--- config.mk ---
export PLATFORM = sky130hd
export DESIGN_NAME = led_strip_frame_builder_core_flat
export DESIGN_NICKNAME = d
export VERILOG_FILES = /design/src/design/lsfb_pkg.sv /design/src/design/lsfb_cmd_if.sv /design/src/design/lsfb_frame_if.sv /design/src/design/lsfb_pixel_mem.sv /design/src/design/led_strip_frame_builder_core.sv /design/src/flat_wrapper.sv
export SDC_FILE = /design/constraint.sdc
export NUM_CORES = 1
export LEC_CHECK = 0
export BUFFER_PORTS_ARGS = -buffer_cell sky130_fd_sc_hd__buf_2
export CAP_MARGIN = 25
export CORE_UTILIZATION = 50
export DETAILED_ROUTE_END_ITERATION = 6
export PLACE_DENSITY_LB_ADDON = 0.12
export SLEW_MARGIN = 20
export SYNTH_ARGS = -nofsm -noshare
export SYNTH_HDL_FRONTEND = slang
export SYNTH_HIERARCHICAL = 1
export SYNTH_SLANG_ARGS = --single-unit
--- constraint.sdc ---
create_clock -name clk_i -period 9.1 [get_ports clk_i]
set_input_delay 1.82 -clock clk_i [delete_from_list [all_inputs] [get_ports clk_i]]
set_output_delay 1.82 -clock clk_i [all_outputs]
set_load 0.05 [all_outputs]
--- src/design/lsfb_pkg.sv ---
// shared types and constants for the led strip frame builder
// no dependencies
package lsfb_pkg;

  localparam int unsigned OPCODE_W       = 2;
  localparam int unsigned IDX_W          = 6;
  localparam int unsigned CNT_W          = 6;
  localparam int unsigned BYTE_W         = 8;
  localparam int unsigned COLOR_W        = 24;
  localparam int unsigned WORD_W         = 32;
  localparam int unsigned MAX_PIXELS_DEF = 62;

  typedef enum logic [OPCODE_W-1:0] {
    OP_WRITE_RGB    = 2'd0,
    OP_WRITE_PACKED = 2'd1,
    OP_SHOW         = 2'd2
  } lsfb_op_e;

  localparam logic [BYTE_W-1:0] HEADER_BYTE = 8'hFF;
  localparam logic [WORD_W-1:0] START_WORD  = 32'h0000_0000;
  localparam logic [WORD_W-1:0] END_WORD    = 32'hFFFF_FFFF;

  typedef struct packed {
    logic               we;
    logic [IDX_W-1:0]   waddr;
    logic [COLOR_W-1:0] wdata;
    logic               re;
    logic [IDX_W-1:0]   raddr;
  } lsfb_mem_req_t;

endpackage

--- src/design/lsfb_cmd_if.sv ---
// command channel: valid/ready handshake with write and show payload
// depends on lsfb_pkg
interface lsfb_cmd_if;
  import lsfb_pkg::*;

  logic               valid;
  logic               ready;
  logic [OPCODE_W-1:0] opcode;
  logic [IDX_W-1:0]   pixel_index;
  logic [BYTE_W-1:0]  red;
  logic [BYTE_W-1:0]  green;
  logic [BYTE_W-1:0]  blue;
  logic [COLOR_W-1:0] packed_color;

  modport source (
    output valid, opcode, pixel_index, red, green, blue, packed_color,
    input  ready
  );

  modport sink (
    input  valid, opcode, pixel_index, red, green, blue, packed_color,
    output ready
  );
endinterface

--- src/design/lsfb_frame_if.sv ---
// frame word channel: valid/ready handshake with 32-bit word and last flag
// depends on lsfb_pkg
interface lsfb_frame_if;
  import lsfb_pkg::*;

  logic              valid;
  logic              ready;
  logic [WORD_W-1:0] frame_word;
  logic              last_word;

  modport source (
    output valid, frame_word, last_word,
    input  ready
  );

  modport sink (
    input  valid, frame_word, last_word,
    output ready
  );
endinterface

--- src/design/lsfb_pixel_mem.sv ---
// pixel store: one write port, one registered read port, per-entry valid bits
// depends on lsfb_pkg
module lsfb_pixel_mem #(
  parameter int unsigned MAX_PIXELS = lsfb_pkg::MAX_PIXELS_DEF
) (
  input  logic                   clk_i,
  input  logic                   rst_ni,
  input  lsfb_pkg::lsfb_mem_req_t req_i,
  output logic [lsfb_pkg::COLOR_W-1:0] rdata_o
);
  import lsfb_pkg::*;

  localparam int unsigned AW = (MAX_PIXELS > 1) ? $clog2(MAX_PIXELS) : 1;

  logic [COLOR_W-1:0]  mem_q [MAX_PIXELS];
  logic [MAX_PIXELS-1:0] valid_q;
  logic [COLOR_W-1:0]  rdata_q;
  logic                rvalid_q;
  logic [AW-1:0]       waddr;
  logic [AW-1:0]       raddr;

  assign waddr = req_i.waddr[AW-1:0];
  assign raddr = req_i.raddr[AW-1:0];

  always_ff @(posedge clk_i) begin
    if (req_i.we) begin
      mem_q[waddr] <= req_i.wdata;
    end
    if (req_i.re) begin
      rdata_q <= mem_q[raddr];
    end
  end

  always_ff @(posedge clk_i or negedge rst_ni) begin
    if (!rst_ni) begin
      valid_q  <= '0;
      rvalid_q <= 1'b0;
    end else begin
      if (req_i.we) begin
        valid_q[waddr] <= 1'b1;
      end
      if (req_i.re) begin
        rvalid_q <= valid_q[raddr];
      end
    end
  end

  // entries never written since reset read as off
  assign rdata_o = rvalid_q ? rdata_q : '0;

endmodule

--- src/design/led_strip_frame_builder_core.sv ---
// led strip frame builder top level: command decode, frame sequencer, output register
// depends on lsfb_pkg, lsfb_cmd_if, lsfb_frame_if, lsfb_pixel_mem
//
// Usage:
//   cmd_i carries write and show commands. A component write stores
//   {blue, green, red}, a packed write stores packed_color; writes to an
//   index at or beyond the pixel count (capped at MAX_PIXELS) are dropped.
//   Each write is one transfer per cycle while idle with frame_o not stalled,
//   and produces nothing on frame_o. A show streams n + 2 words on frame_o:
//   a start word of zeros, one 0xFF-headed word per pixel, then an all-ones
//   end word with last_word set. The start word is valid in the cycle after
//   the show transfer. The first store read is issued in that cycle, so with
//   n > 0 a gap with no valid word follows the start word; pixel words and
//   the end word then come at one per cycle while the receiver is ready.
//   cmd_i is held off from the show transfer until the end word is loaded,
//   and while a loaded word waits on a stalled receiver.
//   A stall on frame_o holds the current word and pauses store reads.
//   Reset clears the pixel count and marks every pixel off through
//   per-entry valid bits; no clearing pass, the block is ready at once.
//   cfg_we_i/cfg_wdata_i set the pixel count; write it only while idle.
module led_strip_frame_builder_core #(
  parameter int unsigned MAX_PIXELS = lsfb_pkg::MAX_PIXELS_DEF
) (
  input  logic                       clk_i,
  input  logic                       rst_ni,
  input  logic                       cfg_we_i,
  input  logic [lsfb_pkg::CNT_W-1:0] cfg_wdata_i,
  lsfb_cmd_if.sink                   cmd_i,
  lsfb_frame_if.source               frame_o
);
  import lsfb_pkg::*;

  typedef enum logic {
    S_IDLE,
    S_RUN
  } state_e;

  state_e            state_q;
  logic [CNT_W-1:0]  cfg_cnt_q;
  logic [CNT_W-1:0]  n_q;
  logic [IDX_W-1:0]  rd_idx_q;
  logic              rd_pend_q;
  logic              frame_valid_q;
  logic [WORD_W-1:0] frame_word_q;
  logic              frame_last_q;

  logic              out_free;
  logic              cmd_acc;
  logic              is_write;
  logic              show_go;
  logic              load_pix;
  logic              load_end;
  logic              rd_go;
  logic [CNT_W-1:0]  cnt_lim;
  logic [COLOR_W-1:0] wr_color;
  logic [COLOR_W-1:0] rd_color;
  lsfb_mem_req_t     mem_req;

  always_comb begin
    cnt_lim  = (cfg_cnt_q > CNT_W'(MAX_PIXELS)) ? CNT_W'(MAX_PIXELS) : cfg_cnt_q;
    out_free = !frame_valid_q || frame_o.ready;
    cmd_i.ready = (state_q == S_IDLE) && out_free;
    cmd_acc  = cmd_i.valid && cmd_i.ready;
    is_write = (cmd_i.opcode == OP_WRITE_RGB) || (cmd_i.opcode == OP_WRITE_PACKED);
    show_go  = cmd_acc && (cmd_i.opcode == OP_SHOW);
    wr_color = (cmd_i.opcode == OP_WRITE_RGB) ?
               {cmd_i.blue, cmd_i.green, cmd_i.red} : cmd_i.packed_color;
    load_pix = rd_pend_q && out_free;
    rd_go    = (state_q == S_RUN) && (rd_idx_q != n_q) && (!rd_pend_q || load_pix);
    load_end = (state_q == S_RUN) && (rd_idx_q == n_q) && !rd_pend_q && out_free;

    mem_req.we    = cmd_acc && is_write && (cmd_i.pixel_index < cnt_lim);
    mem_req.waddr = cmd_i.pixel_index;
    mem_req.wdata = wr_color;
    mem_req.re    = rd_go;
    mem_req.raddr = rd_idx_q;
  end

  // writes land only while idle, so reads of a show never overlap a write
  lsfb_pixel_mem #(
    .MAX_PIXELS(MAX_PIXELS)
  ) u_pixel_mem (
    .clk_i   (clk_i),
    .rst_ni  (rst_ni),
    .req_i   (mem_req),
    .rdata_o (rd_color)
  );

  always_ff @(posedge clk_i or negedge rst_ni) begin
    if (!rst_ni) begin
      state_q       <= S_IDLE;
      cfg_cnt_q     <= '0;
      n_q           <= '0;
      rd_idx_q      <= '0;
      rd_pend_q     <= 1'b0;
      frame_valid_q <= 1'b0;
      frame_word_q  <= '0;
      frame_last_q  <= 1'b0;
    end else begin
      if (cfg_we_i) begin
        cfg_cnt_q <= cfg_wdata_i;
      end
      if (frame_valid_q && frame_o.ready) begin
        frame_valid_q <= 1'b0;
      end
      if (rd_go) begin
        rd_pend_q <= 1'b1;
      end else if (load_pix) begin
        rd_pend_q <= 1'b0;
      end
      unique case (state_q)
        S_IDLE: begin
          if (show_go) begin
            frame_valid_q <= 1'b1;
            frame_word_q  <= START_WORD;
            frame_last_q  <= 1'b0;
            n_q           <= cnt_lim;
            rd_idx_q      <= '0;
            state_q       <= S_RUN;
          end
        end
        S_RUN: begin
          if (rd_go) begin
            rd_idx_q <= rd_idx_q + IDX_W'(1);
          end
          if (load_pix) begin
            frame_valid_q <= 1'b1;
            frame_word_q  <= {HEADER_BYTE, rd_color};
            frame_last_q  <= 1'b0;
          end else if (load_end) begin
            frame_valid_q <= 1'b1;
            frame_word_q  <= END_WORD;
            frame_last_q  <= 1'b1;
            state_q       <= S_IDLE;
          end
        end
        default: begin
          state_q <= S_IDLE;
        end
      endcase
    end
  end

  assign frame_o.valid      = frame_valid_q;
  assign frame_o.frame_word = frame_word_q;
  assign frame_o.last_word  = frame_last_q;

  a_rd_idx_bound: assert property (@(posedge clk_i) disable iff (!rst_ni)
    rd_idx_q <= n_q)
    else $error("read index ran past the frame pixel count");

  a_pend_in_run: assert property (@(posedge clk_i) disable iff (!rst_ni)
    rd_pend_q |-> (state_q == S_RUN))
    else $error("pending store read outside a frame");

  a_start_word: assert property (@(posedge clk_i) disable iff (!rst_ni)
    show_go |=> (frame_valid_q && (frame_word_q == START_WORD) && !frame_last_q))
    else $error("show transfer not followed by start word");

  a_end_word: assert property (@(posedge clk_i) disable iff (!rst_ni)
    load_end |=> (frame_valid_q && frame_last_q && (state_q == S_IDLE)))
    else $error("end word not loaded with last flag");

endmodule

--- src/flat_wrapper.sv ---
// flat-port wrapper written by rule: the top's interface ports become plain ports
module led_strip_frame_builder_core_flat import lsfb_pkg::*;
#(
  parameter int unsigned MAX_PIXELS = lsfb_pkg::MAX_PIXELS_DEF
)
  (clk_i, rst_ni, cfg_we_i, cfg_wdata_i, cmd_i_valid, cmd_i_opcode, cmd_i_pixel_index, cmd_i_red, cmd_i_green, cmd_i_blue, cmd_i_packed_color, cmd_i_ready, frame_o_valid, frame_o_frame_word, frame_o_last_word, frame_o_ready);
  lsfb_cmd_if cmd_i_i ();
  lsfb_frame_if frame_o_i ();
  input  logic clk_i;
  input  logic rst_ni;
  input  logic cfg_we_i;
  input  logic [lsfb_pkg::CNT_W-1:0] cfg_wdata_i;
  input wire logic [$bits(cmd_i_i.valid)-1:0] cmd_i_valid;
  input wire logic [$bits(cmd_i_i.opcode)-1:0] cmd_i_opcode;
  input wire logic [$bits(cmd_i_i.pixel_index)-1:0] cmd_i_pixel_index;
  input wire logic [$bits(cmd_i_i.red)-1:0] cmd_i_red;
  input wire logic [$bits(cmd_i_i.green)-1:0] cmd_i_green;
  input wire logic [$bits(cmd_i_i.blue)-1:0] cmd_i_blue;
  input wire logic [$bits(cmd_i_i.packed_color)-1:0] cmd_i_packed_color;
  output wire logic [$bits(cmd_i_i.ready)-1:0] cmd_i_ready;
  output wire logic [$bits(frame_o_i.valid)-1:0] frame_o_valid;
  output wire logic [$bits(frame_o_i.frame_word)-1:0] frame_o_frame_word;
  output wire logic [$bits(frame_o_i.last_word)-1:0] frame_o_last_word;
  input wire logic [$bits(frame_o_i.ready)-1:0] frame_o_ready;
  assign cmd_i_i.valid = cmd_i_valid;
  assign cmd_i_i.opcode = cmd_i_opcode;
  assign cmd_i_i.pixel_index = cmd_i_pixel_index;
  assign cmd_i_i.red = cmd_i_red;
  assign cmd_i_i.green = cmd_i_green;
  assign cmd_i_i.blue = cmd_i_blue;
  assign cmd_i_i.packed_color = cmd_i_packed_color;
  assign cmd_i_ready = cmd_i_i.ready;
  assign frame_o_valid = frame_o_i.valid;
  assign frame_o_frame_word = frame_o_i.frame_word;
  assign frame_o_last_word = frame_o_i.last_word;
  assign frame_o_i.ready = frame_o_ready;
  led_strip_frame_builder_core #(.MAX_PIXELS(MAX_PIXELS)) u_core (.clk_i(clk_i), .rst_ni(rst_ni), .cfg_we_i(cfg_we_i), .cfg_wdata_i(cfg_wdata_i), .cmd_i(cmd_i_i), .frame_o(frame_o_i));
endmodule
Word level (Yosys, flattened, before mapping)
Memories as Yosys holds them, arrays and structs flattened. A register that Yosys moved wholly into a read port is not among the register bits.
Index checks and enable logic that the tools add are counted.
Widths: inputs -> output; s select.
{"block": "word_totals", "register_bits": 117, "ramBits": 1488, "n_memories": 1, "latchBits": 0, "out_inout_bits": 35, "in_bits": 67, "rom_bits": 0, "elab_cells": 80}
{"memory": "u_core.u_pixel_mem.mem_q", "words": 62, "width": 24, "read_ports": 1, "rd_ports_with_merged_regs": 1, "write_ports": 1, "line_no": "lsfb_pixel_mem.sv:15", "text": "logic [COLOR_W-1:0] mem_q [MAX_PIXELS];"}
{"block": "op_classes", "bitwise_logic": 2, "n_lt_le_gt_ge": 5, "reduce_logical": 23, "muxes": 31, "shifts": 0, "div": 0, "mul": 0, "n_addsub": 1, "eq_ne": 7}
{"op": "$mux 32", "n": 3}
{"op": "$pmux 32 s2", "n": 1}
{"op": "$or 62x62->62", "n": 1}
{"op": "$mux 24", "n": 2}
{"op": "$mux 6", "n": 3}
{"op": "$mux 1", "n": 16}
{"op": "$lt 6x7->1 const B", "n": 2}
{"op": "$logic_and 1x1->1", "n": 13}
{"op": "$pmux 6 s2", "n": 1}
{"op": "$add 6x1->6 const B", "n": 1}
{"op": "$bmux 1 s6", "n": 1}
{"op": "$demux 1 s6", "n": 1}
{"op": "$eq 6x6->1", "n": 1}
{"op": "$ge 6x1->1 const B", "n": 1}
{"op": "$gt 6x6->1 const B", "n": 1}
{"op": "$lt 6x6->1", "n": 1}
{"op": "$ne 6x6->1", "n": 1}
{"op": "$pmux 1 s2", "n": 3}
{"op": "$reduce_and 2->1", "n": 3}
{"op": "$logic_or 1x1->1", "n": 3}
{"op": "$ne 3x3->1 const B", "n": 1}
{"op": "$eq 2x1->1 const B", "n": 1}
{"op": "$eq 2x2->1 const B", "n": 1}
{"op": "$logic_not 1->1", "n": 2}
{"op": "other kinds (5)", "n": 5}

Depth between registers and ports, before layout
{"block": "depth", "depth_word": 8, "mapped_depth": 12, "mapped_depth_nobuf": 12}

Cells and area by module
Netlist, hierarchy kept.
{"mod": "lsfb_pixel_mem", "instances": 1, "seq_area_each_um2": 46980.1, "area_each_um2": 60412.9, "cells_each": 2657}
{"mod": "led_strip_frame_builder_core", "instances": 1, "seq_area_each_um2": 1176.1, "area_each_um2": 2439.8, "cells_each": 209}

Worst setup path after synthesis
OpenSTA, ideal clock, no wires.
{"block": "synth_timing", "kind": "input-to-reg", "startpoint": "input port cmd_i_pixel_index[3]", "endpoint": "memory u_core.u_pixel_mem.mem_q[32][0] (enable)", "t_arrival_ns": 4.861, "required_time_ns": 8.663, "setup_ns": 0.437, "path_stages": 10, "n_path_buf": 0, "setup_slack_ns": 3.803, "path_cell_list": "ha_1 -> a21oi_1 -> nor2b_1 -> o21ai_0 -> nand4_1 -> nor2_1 -> nand2_1 -> nor3_1 -> nand2b_1 -> nor3_1"}
{"item": "from (decl)", "line_no": "flat_wrapper.sv:15", "text": "input wire logic [$bits(cmd_i_i.pixel_index)-1:0] cmd_i_pixel_index;"}
{"item": "to (decl)", "line_no": "lsfb_pixel_mem.sv:15"}

==> metrics <==
outcome=complete, no violations; average wire per standard cell=between 30 and 40 um; Residual DRC=0; antenna violations before repair=12; Starting DRT DRC Count=approximately 3700; cell area after synthesis=62900 sq um; register area share after synthesis=between 70% and 80%; vias in the first global route=30779; share of cells above drive strength 1=32.0%; Critical Path RT=9.51 ns; worst rel slew slack=between 20 and 30%; area delta synth->final=12.7%; placed cells=4514; max capacitance violation total=0; CP Class=in -> reg; Port Buffer Count=slightly above 100; RSZ-0062 raised after global routing=no; Crit. End Element=flip-flop; reg2reg start=u_core/rd_idx_q[1]; R2R depth=6; Synth Register Bits=1622; clk sinks=between 1500 and 2000; switching part of the total power=31.4%; Worst Hold Launch=u_core/u_pixel_mem/valid_q[38]; fin area=70800 sq um; first-pass GRT wire length=approximately 230000 um; Initial Util=roughly half; asr flop ratio synth=under 10%; clock-pin slew on the worst setup and hold paths=0.06 ns; Clk pwr share=31.0%; clock buffer count from CTS=163; die area=127000 sq um; maximum clock rate=between 0.15 and 0.2 GHz; CP arrival=between 5 and 6 ns; Psw=6690 uW; CTS tree=yes; Initial DRT Pass Iterations=5; reg2reg end=u_core/u_pixel_mem/rdata_q[3]; # rows=around 130; Antenna Violating Nets Remaining=0; vias per cell=6.34; hold depth=1; clock skew=0.0250 ns; Detail Placement HPWL=93600 um; placer congestion estimate=about 0.89; Die Span Y=357 um; critical path's slowest cell=nor2_4; Die X=357 um; clock buffer depth=3; DRT Wirelength=162000 um; Ys Warns=6; R2R setup slack=roughly 4.6 ns; Root Driver=clkbuf_16; core footprint=124000 sq um; post-route setup TNS=0 ns; area post-placement=~65000 sq um; post_cts resized=0; Int Pwr=around 15000 uW; number of setup violations in the final report=0; CP Max Fanout=25; WHS Endpoint=u_core/u_pixel_mem/valid_q[38]; GR Util All Layers=a little over a quarter; PwrDens=about 300 nW/um^2; top cells by area, synth=edfxtp_1, mux4_2, dfrtp_1; Pleak=0.0230 uW; Final Max Tran Viols=0; largest net degree at the start of global routing=119; Pwr Total=21300 uW; largest area contributor in the synthesized netlist=edfxtp_1; combinational share of power=~28%; post-route minimum period=about 5 ns; final period utilization=55.3%; Hold Crit Class=reg -> reg; Reg power frac=about two fifths; Syn Inst Count=about 2900; Mapped Nets=2939; Vias=30631; worst hold margin=0.469 ns; crit path launch type=primary input; Worst-Skew Late Latency=0.81 ns; Post-synth top flop=edfxtp_1; slew of the pin with the lowest slew margin=1.06 ns; Mapped Avg Cell Area=21.9 sq um; H-tree depth=4; Post-synth EDFFs=roughly 1500; I/O pin count=a little over 100; Hold Buf Count CTS=0; GRT overflow=0; count of different cell masters after synthesis=61; final hold viol count=0; Post-Layout Cell Count=between 4000 and 5000; top cell type's share of synthesized area=72.2%; Final #Nets=between 3000 and 4000; crit-path cells=buf_2, ha_1, a21oi_1, nor2b_1, o21ai_0, nand4_1, nor2_1, nand3_1, nor2_4; VDD IR max=0.280 mV; max incr delay on CP=1.02 ns; Post-CTS Setup Inserts=0
[power groups by stage]
stage / logic, uW / registers [uW] / clock network, uW
after global routing: 6250 / 8730 / 6990
after global placement: 5920 / 8870 / 0
after detailed placement: 5950 / 8870 / 0
after floorplan: 3940 / 8780 / 0
after CTS: 5960 / 8720 / 6720
final: 5980 / 8710 / 6600
[area by class of cell]
| type | instances | area [sq um] |
|---|---|---|
| Multi-Input combinational cell | 1073 | 14100 |
| Antenna cell | 9 | 22.5 |
| Fill cell | 8983 | 53300 |
| Sequential cell | 1622 | 48200 |
| Clock buffer | 222 | 4430 |
| Clock inverter | 80 | 841 |
| Tap cell | 1637 | 2050 |
| Timing Repair Buffer | 176 | 1160 |
| Inverter | 9 | 33.8 |
[state kept, by name (all words and copies together), names as in the netlist, 6 cells and up]
name / cells
u_core/u_pixel_mem/rdata_q: 24
u_core/n_q: 6
u_core/cfg_cnt_q: 6
u_core/rd_idx_q: 6
u_core/frame_o.frame_word: 25
u_core/u_pixel_mem/mem_q: 1488
u_core/u_pixel_mem/valid_q: 62
[cells in the mapped netlist, types with 2 or more instances]
cell type	number
buf_1	16
mux4_2	412
o22ai_1	18
a221o_1	19
buf_6	21
nand4_1	7
a21oi_1	55
mux2_2	42
or2_2	62
mux2_1	5
dfrtp_1	110
mux2i_1	51
a22o_1	6
inv_2	2
o31ai_1	4
a221o_2	5
inv_1	7
a211oi_1	44
nand2b_1	5
o21ai_0	18
xnor2_1	6
edfxtp_1	1512
buf_2	40
clkbuf_1	60
nor2b_1	29
ha_1	6
nand2_1	37
buf_4	25
a22oi_1	44
nor3_1	10
nand3b_1	3
nor2_1	101
a221oi_1	5
nor2_2	2
nor3b_1	3
and2_1	40
nand3_1	10
[cell usage in the layout, fill, tap and decap left out, drive strengths merged, types with 41 or more instances in the layout]
master and instances:
a21oi 55, mux2i 51, mux4 412, a211oi 44
or2 62, clkbuf 222, and2 41, a22oi 44
mux2 47, nor2 103, clkinv 56, buf 176
dfrtp 110, edfxtp 1512
[routing by layer]
| metal | share of wire [%] | global-route usage (%) |
|---|---|---|
| met2 | 45 | 38.0 |
| met3 | 11 | 6.26 |
| met1 | 42 | 39.3 |
| met5 | 0 | 0 |
| met4 | 2.6 | 7.70 |
[worst max-delay path by stage]
stage,slack [ns],end,startpoint,cells past startpoint
after global placement,2.94,u_core/u_pixel_mem/mem_q[35][3],cmd_i_pixel_index[2],11
after CTS,4.25,u_core/u_pixel_mem/mem_q[17][12],cmd_i_pixel_index[3],9
after detailed placement,3.40,u_core/u_pixel_mem/mem_q[17][20],cmd_i_pixel_index[3],9
after floorplan,3.80,u_core/u_pixel_mem/mem_q[32][0],cmd_i_pixel_index[3],10
after global routing,3.88,u_core/u_pixel_mem/mem_q[35][19],cmd_i_pixel_index[2],11
final,4.07,u_core/u_pixel_mem/mem_q[17][16],cmd_i_pixel_index[2],9
[critical path, delay by kind of cell]
kind / cells / cell delay (ns)
AOI/OAI and AO/OA: 2 / 0.30
and+or+nand+nor: 5 / 2.79
adders and majority gates: 1 / 0.26
buffers and inverters: 1 / 0.24
[metrics by stage]
| step | utilization, % | setup slack (ns) |
|---|---|---|
| finish | 57.1 | 4.07 |
| global route | 57.0 | 3.88 |
| global placement | 52.7 | 2.94 |
| CTS | 57.0 | 4.25 |
| floorplan | - | 3.80 |
| detailed placement | 52.8 | 3.40 |
[logic make-up after synthesis]
group | Yosys count | share of synthesized area, %
xor gates and xnor gates | 6 | 0.0836
buffers and inverters | 171 | 1.50
DFF | 1622 | 76.6
and+or+nand+nor | 320 | 2.68
adders and majority gates | 6 | 0.119
muxes | 510 | 16.4
AOI/OAI and AO/OA | 231 | 2.58
Note: power is estimated with default switching activity, not from simulation.
